## src/sv/vdh_pkg.sv

```systemverilog
// ----------------------------------------------------------------------------
// vdh_pkg
// Shared types and constants for the vertex de-duplication hash table.
// ----------------------------------------------------------------------------
`default_nettype none

package vdh_pkg;

   // Table size must stay a power of two: the start slot is the low hash bits
   localparam int TABLE_ENTRIES = 4096;
   localparam int IDX_W         = $clog2(TABLE_ENTRIES);
   localparam int REF_W         = 16;
   localparam int KEY_W         = 3 * REF_W;
   localparam int VTX_W         = REF_W + 1;
   localparam logic [VTX_W-1:0] INDEX_SPACE = VTX_W'(1) << REF_W;

   typedef struct packed {
      logic             mode;
      logic [REF_W-1:0] pos_ref;
      logic [REF_W-1:0] uv_ref;
      logic [REF_W-1:0] normal_ref;
   } req_type;

   typedef struct packed {
      logic [REF_W-1:0] vertex_index;
      logic             is_new;
      logic [REF_W-1:0] pos_index;
      logic [REF_W-1:0] uv_index;
      logic [REF_W-1:0] normal_index;
      logic             table_full;
   } rsp_type;

   typedef enum logic [2:0] {
      RSP_NONE,
      RSP_CLEAR,
      RSP_HIT,
      RSP_NEW,
      RSP_FULL
   } rsp_kind_type;

   // controller -> datapath
   typedef struct packed {
      logic         load;      // latch request, read start slot
      logic         probe;     // advance to next slot and read it
      logic         insert;    // write new entry at current slot
      logic         wipe;      // invalidate entry at wipe pointer
      logic         wipe_end;  // last wipe write: reset vertex counter
      rsp_kind_type rsp;
   } cmd_type;

   // datapath -> controller
   typedef struct packed {
      logic slot_valid;
      logic key_match;
      logic probe_last;
      logic space_ok;
      logic wipe_last;
   } sts_type;

endpackage

`default_nettype wire

```

## src/sv/vdh_ctrl.sv

```systemverilog
// ----------------------------------------------------------------------------
// vdh_ctrl
// Sequencer: table wipe, request accept and linear probe decisions.
// ----------------------------------------------------------------------------
`default_nettype none

module vdh_ctrl (
   input  wire              clock,
   input  wire              reset,
   input  wire              start,
   input  wire              req_mode,
   input  vdh_pkg::sts_type sts,
   output vdh_pkg::cmd_type cmd,
   output logic             busy
);

   typedef enum logic [1:0] {
      ST_WIPE,
      ST_IDLE,
      ST_CHECK
   } state_type;

   state_type state_ff, state_in;
   logic      clr_rsp_ff, clr_rsp_in;
   logic      busy_ff, busy_in;

   always_comb begin
      state_in   = state_ff;
      clr_rsp_in = clr_rsp_ff;
      cmd        = '0;
      cmd.rsp    = vdh_pkg::RSP_NONE;

      unique case (state_ff)
         ST_IDLE: begin
            if (start) begin
               if (req_mode) begin
                  clr_rsp_in = 1'b1;
                  state_in   = ST_WIPE;
               end else begin
                  cmd.load = 1'b1;
                  state_in = ST_CHECK;
               end
            end
         end
         ST_CHECK: begin
            if (!sts.slot_valid) begin
               state_in = ST_IDLE;
               if (sts.space_ok) begin
                  cmd.insert = 1'b1;
                  cmd.rsp    = vdh_pkg::RSP_NEW;
               end else begin
                  cmd.rsp = vdh_pkg::RSP_FULL;
               end
            end else if (sts.key_match) begin
               state_in = ST_IDLE;
               cmd.rsp  = vdh_pkg::RSP_HIT;
            end else if (sts.probe_last) begin
               // every slot occupied and none matched
               state_in = ST_IDLE;
               cmd.rsp  = vdh_pkg::RSP_FULL;
            end else begin
               cmd.probe = 1'b1;
            end
         end
         ST_WIPE: begin
            cmd.wipe = 1'b1;
            if (sts.wipe_last) begin
               cmd.wipe_end = 1'b1;
               cmd.rsp      = clr_rsp_ff ? vdh_pkg::RSP_CLEAR : vdh_pkg::RSP_NONE;
               clr_rsp_in   = 1'b0;
               state_in     = ST_IDLE;
            end
         end
         default: begin
            state_in = ST_IDLE;
         end
      endcase

      busy_in = (state_in != ST_IDLE);
   end

   always_ff @(posedge clock) begin
      if (reset) begin
         state_ff   <= ST_WIPE;
         clr_rsp_ff <= 1'b0;
         busy_ff    <= 1'b1;
      end else begin
         state_ff   <= state_in;
         clr_rsp_ff <= clr_rsp_in;
         busy_ff    <= busy_in;
      end
   end

   assign busy = busy_ff;

endmodule

`default_nettype wire

```

## config.mk

```make
export PLATFORM = sky130hd
export DESIGN_NAME = vdh_ctrl
export DESIGN_NICKNAME = d
export VERILOG_FILES = /design/src/sv/vdh_pkg.sv /design/src/sv/vdh_ctrl.sv
export SDC_FILE = /design/constraint.sdc
export NUM_CORES = 1
export LEC_CHECK = 0
export ABC_AREA = 0
export BUFFER_PORTS_ARGS = -buffer_cell sky130_fd_sc_hd__buf_2
export CAP_MARGIN = 20
export CELL_PAD_IN_SITES_DETAIL_PLACEMENT = 1
export CELL_PAD_IN_SITES_GLOBAL_PLACEMENT = 1
export CORE_AREA = 2 2 39 41
export CTS_BUF_LIST = sky130_fd_sc_hd__clkbuf_8
export CTS_CLUSTER_DIAMETER = 150
export CTS_CLUSTER_SIZE = 28
export DETAILED_ROUTE_END_ITERATION = 10
export DIE_AREA = 0 0 41 43
export PLACE_DENSITY = 0.64
export SLEW_MARGIN = 20
export SYNTH_ARGS = -nofsm -noshare
export SYNTH_HDL_FRONTEND = slang
export SYNTH_SLANG_ARGS = --single-unit
```

## constraint.sdc

```tcl
create_clock -name clock -period 1.4 [get_ports clock]
set_clock_uncertainty 0.1 [all_clocks]
set_input_delay 0.14 -clock clock [delete_from_list [all_inputs] [get_ports clock]]
set_output_delay 0.14 -clock clock [all_outputs]
set_load 0.005 [all_outputs]
```

Word level (Yosys, flattened, before mapping) --
Cells that the tools add are included.
Storage, ports and cells: register bits 4, logic and storage cells 40, output and inout bits 9
Cells by class: equality and inequality tests 6, multiplexer cells 28, reductions and logical operators 3
Operators with widths (count):
- 2-to-1 mux 2 bit | 8
- 2-to-1 mux 1 bit | 12
- 2-to-1 mux 3 bit | 4
- inequality test 2 bit (second input constant) | 3
- one-hot mux 2 bit (3 select lines) | 1
- one-hot mux 3 bit (2 select lines) | 1
- 2-to-1 mux 4 bit | 1
- AND reduction 4 bit | 1
- == test 2 x 1 -> 1 bit (second input constant) | 1
- == test 2 bit (second input constant) | 1
- logical NOT 2 bit | 1
- inequality test 2 x 1 -> 1 bit (second input constant) | 1
- one-hot mux 1 bit (2 select lines) | 1
- nonzero test 2 bit | 1

Longest topological paths before layout --
depth after elaboration 5, depth in mapped cells 4, mapped depth without buffers 3

Least setup slack after synthesis --
OpenSTA, ideal clock, no wires.
kind register to register, start point register state_ff[1], end point register busy_ff, in the netlist busy, buffers on the path 1, stages on the path, launching flop included 5, data required time 1.171 ns, data arrival time 0.876 ns, clock period less this slack 1.105 ns, setup time 0.129 ns, slack 0.295 ns, path through dfxtp_1 > buf_4 > nor2_1 > a2111oi_4 > a31oi_1
On the way: cells in the longest elaborated chain, start to end 5
RTL lines:
- start: declaration | RTL line vdh_ctrl.sv:23 | state_type state_ff, state_in;
- start signal: assignment | RTL line vdh_ctrl.sv:88 | state_ff <= state_in;
- 2-to-1 mux 2 bit | RTL line vdh_ctrl.sv:57 | end else if (sts.probe_last) begin
- 2-to-1 mux 2 bit | RTL line vdh_ctrl.sv:54 | end else if (sts.key_match) begin
- 2-to-1 mux 2 bit | RTL line vdh_ctrl.sv:46 | if (!sts.slot_valid) begin
- one-hot mux 2 bit (3 select lines) (*) | RTL line vdh_ctrl.sv:33 | unique case (state_ff)
- inequality test 2 x 1 -> 1 bit (*) | RTL line vdh_ctrl.sv:79 | busy_in = (state_in != ST_IDLE);
- end signal: assignment | RTL line vdh_ctrl.sv:90 | busy_ff <= busy_in;
- end: declaration | RTL line vdh_ctrl.sv:25 | logic busy_ff, busy_in;
Every way passes the cells marked *; elsewhere a longest branch is shown, timed or not. A chain may end at the register's enable or synchronous reset.

==> results.md <==
Detailed routing:
- The detail-routed via count per cell is around 4.5.
- The residual DRC count is 0.
- In this run, the number of DRC markers left after iteration 0 of detailed routing was 1.
- The length of the first detailed-routing pass in iterations is 4.
- For this block, the routed nets add up to around 900 um of wire.
- The final routed wire length divided by cell count is between 10 and 15 um.
- The detail route stage leaves a number of antenna-violating nets equal to 0.
- The routed layout has around 330 vias.

Timing:
- The worst path in the final design needs a cycle of ~1.3 ns, including I/O delays and setup.
- The max-slew violation total from the final report is 0.
- Adding up every negative setup slack in the final design gives 0 ns.
- The count of endpoints failing hold in the final timing report is 0.
- The final-report setup violation count is 0.
- The highest clock frequency the design can meet is 778 MHz.
- For the pin with the worst max-slew slack, the measured transition is 0.283 ns.
- Setup repair after global routing left no endpoint under its margin.
- The final cycle utilization of the critical path is 91.9%.
- In this run the tightest slew margin relative to its limit is about four fifths.

Pwr:
- In this run the power density over the cells is between 900 and 1000 mW/mm^2.
- The final total power is roughly 460 uW.
- The static power due to leakage is between 0.0002 and 0.00025 uW.
- VDD sags by at most around 0.47 mV.

Placement:
- The number of input and output port buffers inserted is 17.
- The post-placement cell count is slightly below 70.
- The HPWL after detailed placement is just over 700 um.
- The placer's final routability congestion estimate is 0.714.

Clock tree:
- The TritonCTS clock tree is built.
- The clock-pin slew of the registers on the worst-case setup and hold paths is 0.03 ns.
- The clock sink count is 4.
- The CTS H-tree depth is 1.
- The hold buffer count at CTS is 0.
- The deepest clock path buffer count is 2.
- The buffers inserted during post-CTS setup optimization is 0.
- The cell at the root of the clock tree is sky130_fd_sc_hd__clkbuf_8.
- The insertion delay to the later sink of the worst-skew pair is roughly 0.22 ns.
- The total clock buffers created by CTS is 3.

Synth:
- The count of state elements after synthesis is 4.
- The post-synth design cell area is 307 um^2.
- Synthesis instantiated 22 different standard cells from the library.
- A synthesized cell averages between 8 and 9 um^2.
- The warning count from the yosys run is 0.
- When the netlist entered floorplanning its net count stood at 45.
- After synthesis, the largest area contributor takes up between 20% and 30% of total cell area.
- By area the synthesized netlist is led by sky130_fd_sc_hd__dfxtp_1 (26%), sky130_fd_sc_hd__a2111oi_4 (9.0%), sky130_fd_sc_hd__nor2_1 (7.3%).
- The number of instances in the synthesized netlist is 36.
- The sequential element share of the synthesized area is a little over a quarter.
- The largest area contributor in the synthesized netlist is sky130_fd_sc_hd__dfxtp_1.

Global routing:
- The first global-routing pass estimated around 1.4 mm of wire.
- The via count of the first global-routing pass came to roughly 330.
- Summed over all layers, the global routing overflow is 0.
- The pin count of the biggest net entering global routing is 8.
- The initial antenna violation count is 0.
- In the global route stage, overall resource usage came out at between 10% and 20%.

Layout:
- For this run, the share of the core covered by cells in the final layout is approximately 33%.
- The number of nets at the end of the flow is 67.
- In the final layout, the share of cells above drive strength 1 is ~50%.
- The area taken by flip-flops and latches is between 80 and 90 um^2.
- The filler cell count is roughly 170.
- The number of non-filler instances in the completed layout is 72.
- The repair_antennas step left the layout with diodes totalling 0.
- The library cell used most frequently in the layout, excluding fill and tap cells, is sky130_fd_sc_hd__buf_2.
- The area growth from synthesis to layout is 49.0%.
- The area of the multi-input gates is between 200 and 250 um^2.
- In the layout the commonest cells are sky130_fd_sc_hd__buf_2 (17), sky130_fd_sc_hd__nor2_1 (6), sky130_fd_sc_hd__inv_1 (3), sky130_fd_sc_hd__dfxtp_1 (3), sky130_fd_sc_hd__clkbuf_8 (3).

Die:
- The area of the core is between 0.001 and 0.0015 mm^2.
- The number of standard-cell rows in the floorplan is 14.
- The floorplan step defined a die boundary enclosing roughly 0.0018 mm^2.
- The die extent in y is between 40 and 50 um.
- The die boundary width is 41 um.
- The initial core utilization is 22.2%.
- The total I/O pin count is 18.

Worst setup path:
- The highest cell delay on the worst timing path is roughly 0.35 ns.
- The worst register-to-register path begins at state_ff[1].
- Walking the worst path, the cells encountered are nand2b_4 > nor3b_2 > buf_2.
- The endpoint identified for the worst register-to-register timing path is state_ff[0].
- Along the worst path, the maximum fanout reaches 7.
- Together, buffers and inverters on the worst path number 1.
- For the worst setup path, the data required time is approximately 1.2 ns.
- The worst setup path is launched from a flop.
- For the worst setup path, the data arrival time is 1.05 ns.
- The worst register-to-register path has a setup slack of between 0.2 and 0.25 ns.
- The depth of the worst register-to-register path is 3.
- The family with the most delay on the worst path is flip-flops.
- The highest-delay cell along the critical path is sky130_fd_sc_hd__dfxtp_2.
- The worst setup path is captured at a primary output.
- By startpoint and endpoint, the worst setup path is classified as reg2out.

Outcome:
- The run finished with clean final reports.

Hold path:
- The worst hold path passes through 2 cells.
- The kind of path behind the tightest hold check is in2reg.
- The worst hold path begins at reset.
- The worst min-delay path endpoint is clr_rsp_ff.

Run:
- The tool flagged a number of max-cap violations equal to 0.
-- layer usage --
layer | wire [um] | up-vias | global-route usage, %
met4 | 31 | 0 | 12.0
met3 | 78 | 5 | 6.28
li1 | - | 166 | -
met5 | 0 | - | 0
met2 | 422 | 16 | 18.8
met1 | 344 | 139 | 11.5
-- power by group --
group	internal [uW]	switching (uW)
Sequential	122	5.13
Clock	184	63.9
Combinational	40.8	40.0
-- stage by stage --
| step | area, um^2 | setup WS (ns) | hold WS (ns) |
|---|---|---|---|
| floorplan | 307 | 0.295 | 0.118 |
| global placement | 414 | 0.213 | 0.277 |
| detailed placement | 414 | 0.133 | 0.277 |
| CTS | 457 | 0.0876 | 0.0478 |
| global route | 457 | 0.0120 | 0.0572 |
| finish | 457 | 0.114 | 0.0525 |
-- kinds of logic after synthesis --
kind of cell,Yosys count,share of synthesized area (%)
buf+inv,5,7.75
compound gates,10,27.3
flops,4,26.1
simple gates,17,38.8
-- worst max path at each step --
| stage | from | endpoint | slack [ns] | depth (start not counted) |
|---|---|---|---|---|
| 2_1_floorplan | state_ff[1] | busy | 0.29 | 4 |
| 3_3_place_gp | state_ff[1] | busy | 0.21 | 3 |
| 3_5_place_dp | state_ff[1] | state_ff[0] | 0.13 | 3 |
| 4_1_cts | state_ff[1] | cmd[6] | 0.09 | 3 |
| 5_1_grt | state_ff[1] | cmd[6] | 0.01 | 3 |
| 6_report | state_ff[1] | cmd[7] | 0.11 | 3 |
-- synthesized netlist by cell type --
master                      count
sky130_fd_sc_hd__nor3b_4        1
sky130_fd_sc_hd__a31oi_1        2
sky130_fd_sc_hd__buf_4          1
sky130_fd_sc_hd__nand3b_1       2
sky130_fd_sc_hd__o21ai_1        1
sky130_fd_sc_hd__nand2b_1       2
sky130_fd_sc_hd__nand2_1        1
sky130_fd_sc_hd__nand2b_4       1
sky130_fd_sc_hd__inv_1          3
sky130_fd_sc_hd__nor3_1         1
sky130_fd_sc_hd__nor3b_2        1
sky130_fd_sc_hd__a21oi_1        2
sky130_fd_sc_hd__o21ai_0        1
sky130_fd_sc_hd__nor2_1         6
sky130_fd_sc_hd__a31o_1         1
sky130_fd_sc_hd__o21a_1         1
sky130_fd_sc_hd__a2111oi_4      1
sky130_fd_sc_hd__nor2b_1        1
sky130_fd_sc_hd__buf_2          1
sky130_fd_sc_hd__nor2b_2        1
sky130_fd_sc_hd__dfxtp_1        4
sky130_fd_sc_hd__a211oi_1       1
-- flip-flops by register name (all words and copies together), names as in the netlist --
signal and cells:
busy 1, clr_rsp_ff 1, state_ff 2
-- what timing repair did --
action | in CTS | in global routing
setup endpoints to repair | 2 | 0
resized for setup | 1 | 0
hold endpoints to repair | 0 | 0
-- worst register-to-register path, cell delays in order (launching register included) --
cell and delay, ns:
sky130_fd_sc_hd__dfxtp_2 0.40, sky130_fd_sc_hd__nor2_1 0.10, sky130_fd_sc_hd__a2111oi_4 0.35, sky130_fd_sc_hd__a31o_1 0.15
-- area by class of cell --
class / instances / area share [%]
tap: 16 / 4.38
multi-input combinational: 27 / 44.4
sequential: 4 / 17.8
timing repair buffer: 19 / 21.9
inverter: 3 / 2.47
clock buffer: 3 / 9.04
No activity file was read; power rests on OpenSTA's default activity.
